### src/design/asnz_pkg.sv
// Shared types and constants for the alarm slot block with snooze.
// Holds the command codes, the input and result word layouts, and the
// epoch-seconds to epoch-minute conversion. No dependencies.
package asnz_pkg;

  localparam int NUM_ALARMS_DEFAULT = 4;

  localparam int EPOCH_W   = 32;
  localparam int MINUTE_W  = 27;
  localparam int HOUR_W    = 5;
  localparam int MIN_W     = 6;
  localparam int SLOT_W    = 2;
  localparam int SNOOZE_W  = 8;

  localparam logic [HOUR_W-1:0]   MAX_HOUR   = 5'd23;
  localparam logic [MIN_W-1:0]    MAX_MINUTE = 6'd59;
  localparam logic [SNOOZE_W-1:0] DEFAULT_SNOOZE_RESET = 8'd5;
  localparam logic [MINUTE_W-1:0] MINUTE_NONE = '1;

  // ceil(2^34 / 15): x / 60 == (x >> 2) / 15 for every 32-bit x
  localparam logic [30:0] RECIP_15 = 31'h4444_4445;
  localparam int RECIP_SHIFT = 34;

  typedef enum logic [1:0] {
    CMD_TICK    = 2'd0,
    CMD_SET     = 2'd1,
    CMD_SNOOZE  = 2'd2,
    CMD_DISMISS = 2'd3
  } cmd_t;

  typedef struct packed {
    cmd_t                 cmd;
    logic [EPOCH_W-1:0]   epoch_seconds;
    logic [HOUR_W-1:0]    clock_hour;
    logic [MIN_W-1:0]     clock_minute;
    logic [SLOT_W-1:0]    slot;
    logic [7:0]           set_hour;
    logic [7:0]           set_minute;
    logic                 set_enable;
    logic [SNOOZE_W-1:0]  snooze_minutes;
  } in_t;

  typedef struct packed {
    logic                 ring_start;
    logic                 ring_stop;
    logic [SLOT_W-1:0]    ring_slot;
    logic                 ringing;
    logic                 snooze_pending;
    logic [SLOT_W-1:0]    snooze_for_slot;
    logic [HOUR_W-1:0]    entry_hour;
    logic [MIN_W-1:0]     entry_minute;
    logic                 entry_enabled;
  } out_t;

  // Epoch minute by reciprocal multiply; exact over the full 32-bit range.
  function automatic logic [MINUTE_W-1:0] epoch_minute(input logic [EPOCH_W-1:0] epoch);
    logic [29:0] quarter;
    logic [60:0] prod;
    quarter = epoch[EPOCH_W-1:2];
    prod    = 61'(quarter) * 61'(RECIP_15);
    return prod[RECIP_SHIFT+MINUTE_W-1:RECIP_SHIFT];
  endfunction

endpackage

### src/design/alarm_slots_with_snooze.sv
// Top level of the alarm slot block with snooze: slot table, ring and
// snooze state, input and result registers. Depends on asnz_pkg.
module alarm_slots_with_snooze #(
  parameter int NUM_ALARMS = asnz_pkg::NUM_ALARMS_DEFAULT
) (
  input  logic            clk,
  input  logic            rst,
  // Command words
  input  logic            in_valid,
  output logic            in_stall,
  input  asnz_pkg::in_t   in_data,
  // Result words
  output logic            out_valid,
  input  logic            out_stall,
  output asnz_pkg::out_t  out_data,
  // Default snooze length register
  input  logic            cfg_valid,
  output logic            cfg_ready,
  input  logic [asnz_pkg::SNOOZE_W-1:0] cfg_data
);

  // How to use this block
  // - Command words enter on in_valid/in_stall/in_data: tick, set slot,
  //   snooze or dismiss. Every word yields exactly one result word on
  //   out_valid/out_stall/out_data, in order.
  // - A word passes from the input register to the result register, where
  //   out_valid rises. One word is accepted every cycle unless the receiver
  //   stalls: the epoch minute (a 30x31 reciprocal multiply), the slot
  //   compare and the state update run between the two registers, so
  //   back-to-back words see each other's state updates.
  // - When the receiver stalls, the result register holds its word and the
  //   input register still fills; in_stall rises only when both registers
  //   are full.
  // - cfg_valid/cfg_data write the default snooze length (used when a
  //   snooze word asks for zero minutes). cfg_ready is always high; write it
  //   only while no command word is in flight.
  // - Synchronous reset clears all slots, the fire history, ring and snooze
  //   state and both registers, and sets the default snooze length to 5.
  //   The block takes words in the cycle after reset drops.

  localparam int IDX_W = (NUM_ALARMS > 1) ? $clog2(NUM_ALARMS) : 1;
  localparam int MW    = asnz_pkg::MINUTE_W;
  localparam int HW    = asnz_pkg::HOUR_W;
  localparam int NW    = asnz_pkg::MIN_W;
  localparam int SW    = asnz_pkg::SLOT_W;
  localparam int EW    = asnz_pkg::EPOCH_W;

  // Input register
  logic             s1_valid;
  asnz_pkg::in_t    s1_item;

  logic out_ready, s1_ready, s1_fire;

  // Architectural state
  logic [asnz_pkg::SNOOZE_W-1:0] default_snooze_minutes;
  logic [HW-1:0]  alarm_hour        [NUM_ALARMS];
  logic [NW-1:0]  alarm_minute      [NUM_ALARMS];
  logic           alarm_enabled     [NUM_ALARMS];
  logic [MW-1:0]  last_fired_minute [NUM_ALARMS];
  logic [MW-1:0]  last_evaluated_minute;
  logic           ringing_flag;
  logic [SW-1:0]  ringing_slot;
  logic           snooze_flag;
  logic [SW-1:0]  snooze_slot;
  logic [EW-1:0]  snooze_deadline;

  logic [HW-1:0]  alarm_hour_next        [NUM_ALARMS];
  logic [NW-1:0]  alarm_minute_next      [NUM_ALARMS];
  logic           alarm_enabled_next     [NUM_ALARMS];
  logic [MW-1:0]  last_fired_minute_next [NUM_ALARMS];
  logic [MW-1:0]  last_evaluated_minute_next;
  logic           ringing_flag_next;
  logic [SW-1:0]  ringing_slot_next;
  logic           snooze_flag_next;
  logic [SW-1:0]  snooze_slot_next;
  logic [EW-1:0]  snooze_deadline_next;

  // Step logic
  logic [MW-1:0]         minute_now;
  logic [NUM_ALARMS-1:0] slot_match;
  logic [IDX_W-1:0]      pick;
  logic [IDX_W-1:0]      idx;
  logic                  slot_ok;
  logic                  snooze_due;
  logic [asnz_pkg::SNOOZE_W-1:0] snooze_len;
  logic [13:0]           snooze_secs;
  logic                  start, stop;
  asnz_pkg::out_t        result;

  // Handshake: each register takes a word when empty or when it drains.
  assign out_ready = !out_valid || !out_stall;
  assign s1_ready  = !s1_valid || out_ready;
  assign in_stall  = !s1_ready;
  assign s1_fire   = s1_valid && out_ready;
  assign cfg_ready = 1'b1;

  always_ff @(posedge clk) begin
    if (rst) begin
      s1_valid  <= 1'b0;
      out_valid <= 1'b0;
    end else begin
      if (s1_ready) begin
        s1_valid <= in_valid;
      end
      if (out_ready) begin
        out_valid <= s1_valid;
      end
    end
    if (s1_ready && in_valid) begin
      s1_item <= in_data;
    end
    if (s1_fire) begin
      out_data <= result;
    end
  end

  // Epoch minute of the held word.
  assign minute_now = asnz_pkg::epoch_minute(s1_item.epoch_seconds);

  // Slot addressed by the word; slots past the table are ignored.
  assign idx     = IDX_W'(s1_item.slot);
  assign slot_ok = 32'(s1_item.slot) < NUM_ALARMS;

  // Per-slot compare against the local clock, in parallel.
  always_comb begin
    for (int i = 0; i < NUM_ALARMS; i++) begin
      slot_match[i] = alarm_enabled[i]
                   && (alarm_hour[i] == s1_item.clock_hour)
                   && (alarm_minute[i] == s1_item.clock_minute)
                   && (last_fired_minute[i] != minute_now);
    end
  end

  // Lowest matching slot wins.
  always_comb begin
    pick = '0;
    for (int i = NUM_ALARMS - 1; i >= 0; i--) begin
      if (slot_match[i]) begin
        pick = IDX_W'(i);
      end
    end
  end

  assign snooze_due  = snooze_flag && (s1_item.epoch_seconds >= snooze_deadline);
  assign snooze_len  = (s1_item.snooze_minutes != '0) ? s1_item.snooze_minutes
                                                       : default_snooze_minutes;
  // minutes * 60 as (m << 6) - (m << 2)
  assign snooze_secs = {snooze_len, 6'b0} - {4'b0, snooze_len, 2'b0};

  always_comb begin
    for (int i = 0; i < NUM_ALARMS; i++) begin
      alarm_hour_next[i]        = alarm_hour[i];
      alarm_minute_next[i]      = alarm_minute[i];
      alarm_enabled_next[i]     = alarm_enabled[i];
      last_fired_minute_next[i] = last_fired_minute[i];
    end
    last_evaluated_minute_next = last_evaluated_minute;
    ringing_flag_next    = ringing_flag;
    ringing_slot_next    = ringing_slot;
    snooze_flag_next     = snooze_flag;
    snooze_slot_next     = snooze_slot;
    snooze_deadline_next = snooze_deadline;
    start = 1'b0;
    stop  = 1'b0;

    unique case (s1_item.cmd)
      asnz_pkg::CMD_TICK: begin
        // Ignore ticks while ringing; a due snooze beats the minute check.
        if (!ringing_flag) begin
          if (snooze_due) begin
            snooze_flag_next     = 1'b0;
            snooze_slot_next     = '0;
            snooze_deadline_next = '0;
            ringing_flag_next    = 1'b1;
            ringing_slot_next    = snooze_slot;
            last_fired_minute_next[IDX_W'(snooze_slot)] = minute_now;
            start = 1'b1;
          end else if (minute_now != last_evaluated_minute) begin
            last_evaluated_minute_next = minute_now;
            if (|slot_match) begin
              ringing_flag_next            = 1'b1;
              ringing_slot_next            = SW'(pick);
              last_fired_minute_next[pick] = minute_now;
              snooze_flag_next             = 1'b0;
              snooze_slot_next             = '0;
              snooze_deadline_next         = '0;
              start = 1'b1;
            end
          end
        end
      end
      asnz_pkg::CMD_SET: begin
        // Clamp to 23:59; editing the snoozed slot drops its snooze.
        if (slot_ok) begin
          alarm_hour_next[idx] = (s1_item.set_hour > 8'(asnz_pkg::MAX_HOUR))
                               ? asnz_pkg::MAX_HOUR : s1_item.set_hour[HW-1:0];
          alarm_minute_next[idx] = (s1_item.set_minute > 8'(asnz_pkg::MAX_MINUTE))
                                 ? asnz_pkg::MAX_MINUTE : s1_item.set_minute[NW-1:0];
          alarm_enabled_next[idx] = s1_item.set_enable;
          if (snooze_flag && (snooze_slot == s1_item.slot)) begin
            snooze_flag_next     = 1'b0;
            snooze_slot_next     = '0;
            snooze_deadline_next = '0;
          end
        end
      end
      asnz_pkg::CMD_SNOOZE: begin
        // Stop the ring and queue a re-fire; the deadline wraps at 2^32.
        if (ringing_flag) begin
          ringing_flag_next    = 1'b0;
          ringing_slot_next    = '0;
          snooze_flag_next     = 1'b1;
          snooze_slot_next     = ringing_slot;
          snooze_deadline_next = s1_item.epoch_seconds + EW'(snooze_secs);
          stop = 1'b1;
        end
      end
      asnz_pkg::CMD_DISMISS: begin
        stop                 = ringing_flag;
        ringing_flag_next    = 1'b0;
        ringing_slot_next    = '0;
        snooze_flag_next     = 1'b0;
        snooze_slot_next     = '0;
        snooze_deadline_next = '0;
      end
      default: begin
      end
    endcase
  end

  // Result word reflects the state after the step.
  always_comb begin
    result.ring_start      = start;
    result.ring_stop       = stop;
    result.ringing         = ringing_flag_next;
    result.ring_slot       = ringing_flag_next ? ringing_slot_next : '0;
    result.snooze_pending  = snooze_flag_next;
    result.snooze_for_slot = snooze_flag_next ? snooze_slot_next : '0;
    if (slot_ok) begin
      result.entry_hour    = alarm_hour_next[idx];
      result.entry_minute  = alarm_minute_next[idx];
      result.entry_enabled = alarm_enabled_next[idx];
    end else begin
      result.entry_hour    = '0;
      result.entry_minute  = '0;
      result.entry_enabled = 1'b0;
    end
  end

  // Commit state when the step's result moves into the result register.
  always_ff @(posedge clk) begin
    if (rst) begin
      default_snooze_minutes <= asnz_pkg::DEFAULT_SNOOZE_RESET;
      for (int i = 0; i < NUM_ALARMS; i++) begin
        alarm_hour[i]        <= '0;
        alarm_minute[i]      <= '0;
        alarm_enabled[i]     <= 1'b0;
        last_fired_minute[i] <= asnz_pkg::MINUTE_NONE;
      end
      last_evaluated_minute <= asnz_pkg::MINUTE_NONE;
      ringing_flag    <= 1'b0;
      ringing_slot    <= '0;
      snooze_flag     <= 1'b0;
      snooze_slot     <= '0;
      snooze_deadline <= '0;
    end else begin
      if (cfg_valid && cfg_ready) begin
        default_snooze_minutes <= cfg_data;
      end
      if (s1_fire) begin
        for (int i = 0; i < NUM_ALARMS; i++) begin
          alarm_hour[i]        <= alarm_hour_next[i];
          alarm_minute[i]      <= alarm_minute_next[i];
          alarm_enabled[i]     <= alarm_enabled_next[i];
          last_fired_minute[i] <= last_fired_minute_next[i];
        end
        last_evaluated_minute <= last_evaluated_minute_next;
        ringing_flag    <= ringing_flag_next;
        ringing_slot    <= ringing_slot_next;
        snooze_flag     <= snooze_flag_next;
        snooze_slot     <= snooze_slot_next;
        snooze_deadline <= snooze_deadline_next;
      end
    end
  end

`ifndef SYNTHESIS
  // Ringing and a queued snooze exclude each other.
  a_ring_xor_snooze: assert property (@(posedge clk) disable iff (rst)
    !(ringing_flag && snooze_flag))
    else $error("ringing and snooze pending at once");

  // A word never both starts and stops a ring.
  a_start_stop: assert property (@(posedge clk) disable iff (rst)
    out_valid |-> !(out_data.ring_start && out_data.ring_stop))
    else $error("ring start and stop in one result");

  // A started ring is ringing in the same result.
  a_start_rings: assert property (@(posedge clk) disable iff (rst)
    (out_valid && out_data.ring_start) |-> out_data.ringing)
    else $error("ring start without ringing");

  // An empty input register never pushes back on the sender.
  a_no_false_stall: assert property (@(posedge clk) disable iff (rst)
    !s1_valid |-> !in_stall)
    else $error("stall with empty input stage");
`endif

endmodule

### config.mk
export PLATFORM = sky130hd
export DESIGN_NAME = alarm_slots_with_snooze
export DESIGN_NICKNAME = d
export VERILOG_FILES = /design/src/design/asnz_pkg.sv /design/src/design/alarm_slots_with_snooze.sv
export SDC_FILE = /design/constraint.sdc
export NUM_CORES = 1
export LEC_CHECK = 0
export ABC_AREA = 1
export CAP_MARGIN = 20
export CORE_MARGIN = 4
export CORE_UTILIZATION = 45
export CTS_CLUSTER_SIZE = 20
export DETAILED_ROUTE_END_ITERATION = 7
export DONT_BUFFER_PORTS = 1
export PLACE_DENSITY_LB_ADDON = 0.25
export SYNTH_ARGS = -nofsm -noshare
export SYNTH_HDL_FRONTEND = slang
export SYNTH_SLANG_ARGS = --single-unit
### constraint.sdc
create_clock -name clk -period 18.3 [get_ports clk]
set_input_delay 0.915 -clock clk [delete_from_list [all_inputs] [get_ports clk]]
set_output_delay 0.915 -clock clk [all_outputs]
set_load 0.02 [all_outputs]
==> qor.yml <==
die:
  initial_core_util_pct: 45.52
  die_h_um: 274.4
  boundaryPins: 108
  coreArea_mm2: 0.07015
  die_w_um: 274.4
  die_area_mm2: 0.07529
  num_rows: 97
routing:
  vias: 28415
  ant_nets: 0
  drc: 0
  avgRoutedWirePerCell_um: 17.54
  first_pass_iters: 8
  drtIter0Drc: 2883
  drt-total-wl_mm: 94.47
  vias_per_cell: 5.276
timing:
  period_needed_ns: 9.193
  fin_crit_sh_pct: 50.23
  fmax_ghz: 0.1088
  fin_tns_setup_ns: 0
  worstMarginPinSlew_ns: 1.100
  finalSetupViolCount: 0
  finalHoldViolCount: 0
  skew_ns: 0.03805
  relSlewSlack_pct: 26.64
  slew_violations: 0
  setup_ws_ns: 9.107
  rsz0062_at_grt: "no"
  whs_ns: 0.4243
clocking:
  clock-sinks: 323
  clockRootBuffer: "clkbuf_16"
  post-cts-setup-buffers: 0
  numCtsBuffers: 39
  cts_resized: 0
  cts_hold_buf: 0
  cts_tree: "done"
  htreeDepth: 2
  path_clk_slew_ns: 0.06
  clock_latency_ns: 0.58
  cts.path.max_buffers: 3
min_path:
  hp-class: "in2reg"
  holdPathStages: 1
synthesis:
  synth_edf_count: 248
  syn_avg_cell_area_um2: 7.114
  yosysSeqAreaShare_pct: 28.02
  synth-seq-cells: 323
  ys_types: 61
  async_flop_share_pct: 0
  synth_area_mm2: 0.03193
  synth_nets: 5020
  synth-warning-count: 0
  ys.flop_type: "edfxtp_1"
  synthCells: 4489
global_route:
  grt-ovfl-total: 0
  grt_pass1_vias: 25934
  grt_pass1_wl_mm: 146.4
  grt_start_max_net_pins: 116
  grt_use_total_pct: 24.61
  antenna_found_initial: 0
job:
  cap_violations: 0
layout:
  final_common_cell: "nand2_1"
  n_antenna_cell: 0
  drive_gt1_share_pct: 5.083
  layout_common_cells: "1232 x nand2_1, 782 x inv_1, 338 x nor2_1"
  multi_input_area_mm2: 0.01931
  num-nets-final: 4947
  syn_to_final_growth_pct: 6.759
  n_fill_cell: 7140
  postLayoutCellArea_mm2: 0.03409
  regArea_mm2: 0.008949
worst_setup_path:
  cp_data_arrival_time_ns: 9.39
  end_kind: "flop"
  crit_type: "reg2reg"
  startpoint_type: "flop"
  crit_top_cell: "nand2_1"
  reg2regPathDepth: 39
  cp.required_ns: 18.50
  cp_slowest_cell: "buf_4"
  slowest_delay_ns: 0.92
  path_max_fanout: 74
place:
  place_ws_ns: 9.179
  io_buffers: 0
  place_hpwl_mm: 72.52
  placedInstanceArea_mm2: 0.03264
  gp_congestion: 1.029
status:
  status: "completed"
## critical path: cells and delay by family, from the launching register on
family	cells	cell delay, ns
adder cells (fa/ha/maj)	8	3.58
AND/OR/NAND/NOR	18	2.39
buffers and inverters	11	1.96
flip-flops	1	0.51
AO/OA/AOI/OAI	2	0.32
## final timing paths
check | from | end | slack (ns)
max | s1_item[65] | last_fired_minute[2][23] | 9.11
max reg2reg | s1_item[65] | last_fired_minute[2][23] | 9.11
min | rst | s1_valid | 0.42
min reg2reg | default_snooze_minutes[0] | default_snooze_minutes[0] | 0.46
## cells in the mapped netlist (17+ instances only)
library cell  number  area share (%)
o21ai_1          109             1.7
xnor2_1           17            0.47
nand4_1           37            0.72
nor2_1           339             4.0
nand3_1          180             2.8
nor4_1            17            0.33
inv_2             25            0.29
a21oi_1          204             3.2
nor3_1            33            0.52
nand2_2           32            0.63
o211ai_1          25            0.59
fa_1             124             7.8
o21ai_0          337             5.3
nand2_1         1236              15
xor2_1            42             1.2
clkbuf_1          98             1.2
inv_1            787             9.3
dfxtp_1           75             4.7
edfxtp_1         248              23
ha_1             322              13
a21oi_2           30            0.82
buf_2             20            0.31
## cell type report
type / count / share of cell area [%]
timing repair buffer: 25 / 0.7560
inverter: 813 / 8.973
sequential: 323 / 26.25
multi-input combinational: 3214 / 56.63
clock inverter: 20 / 0.7010
clock buffer: 51 / 3.241
tap: 940 / 3.450
## metal layers
layer / GRT usage (%) / up-vias / share of wire (%)
li1: - / 14290 / -
met1: 36.15 / 12987 / 46
met2: 37.80 / 989 / 43
met3: 2.958 / 149 / 7.3
met4: 7.761 / 0 / 3.3
met5: 0 / - / 0
## state kept, by name (all words and copies together) (netlist names)
name and cells:
idx 2, last_evaluated_minute 27, ringing_flag 1, out_data 20, last_fired_minute 108, out_valid 1
snooze_slot 2, ringing_slot 2, s1_valid 1, alarm_enabled 4, snooze_flag 1, alarm_hour 20
snooze_deadline 32, default_snooze_minutes 8, alarm_minute 24, s1_item 70
## cells by family after synthesis
| group | count (synthesis) | share of synthesized area [%] |
|---|---|---|
| flip-flops | 323 | 28.02 |
| AO/OA/AOI/OAI | 756 | 12.78 |
| adder cells (fa/ha/maj) | 446 | 20.39 |
| buffers and inverters | 952 | 11.62 |
| XOR/XNOR | 59 | 1.618 |
| multiplexers | 1 | 0.03135 |
| AND/OR/NAND/NOR | 1951 | 25.53 |
| other | 1 | 0.01174 |
## stage by stage
step,cells,utilization (%)
after detailed placement,5310,46.53
after global routing,5386,48.60
after CTS,5381,48.45
after global placement,5310,46.53
after floorplan,4489,-
final,5386,48.60
Power is not shown: default switching activity piles up to over one toggle a cycle in this logic, so the estimate is an artifact.
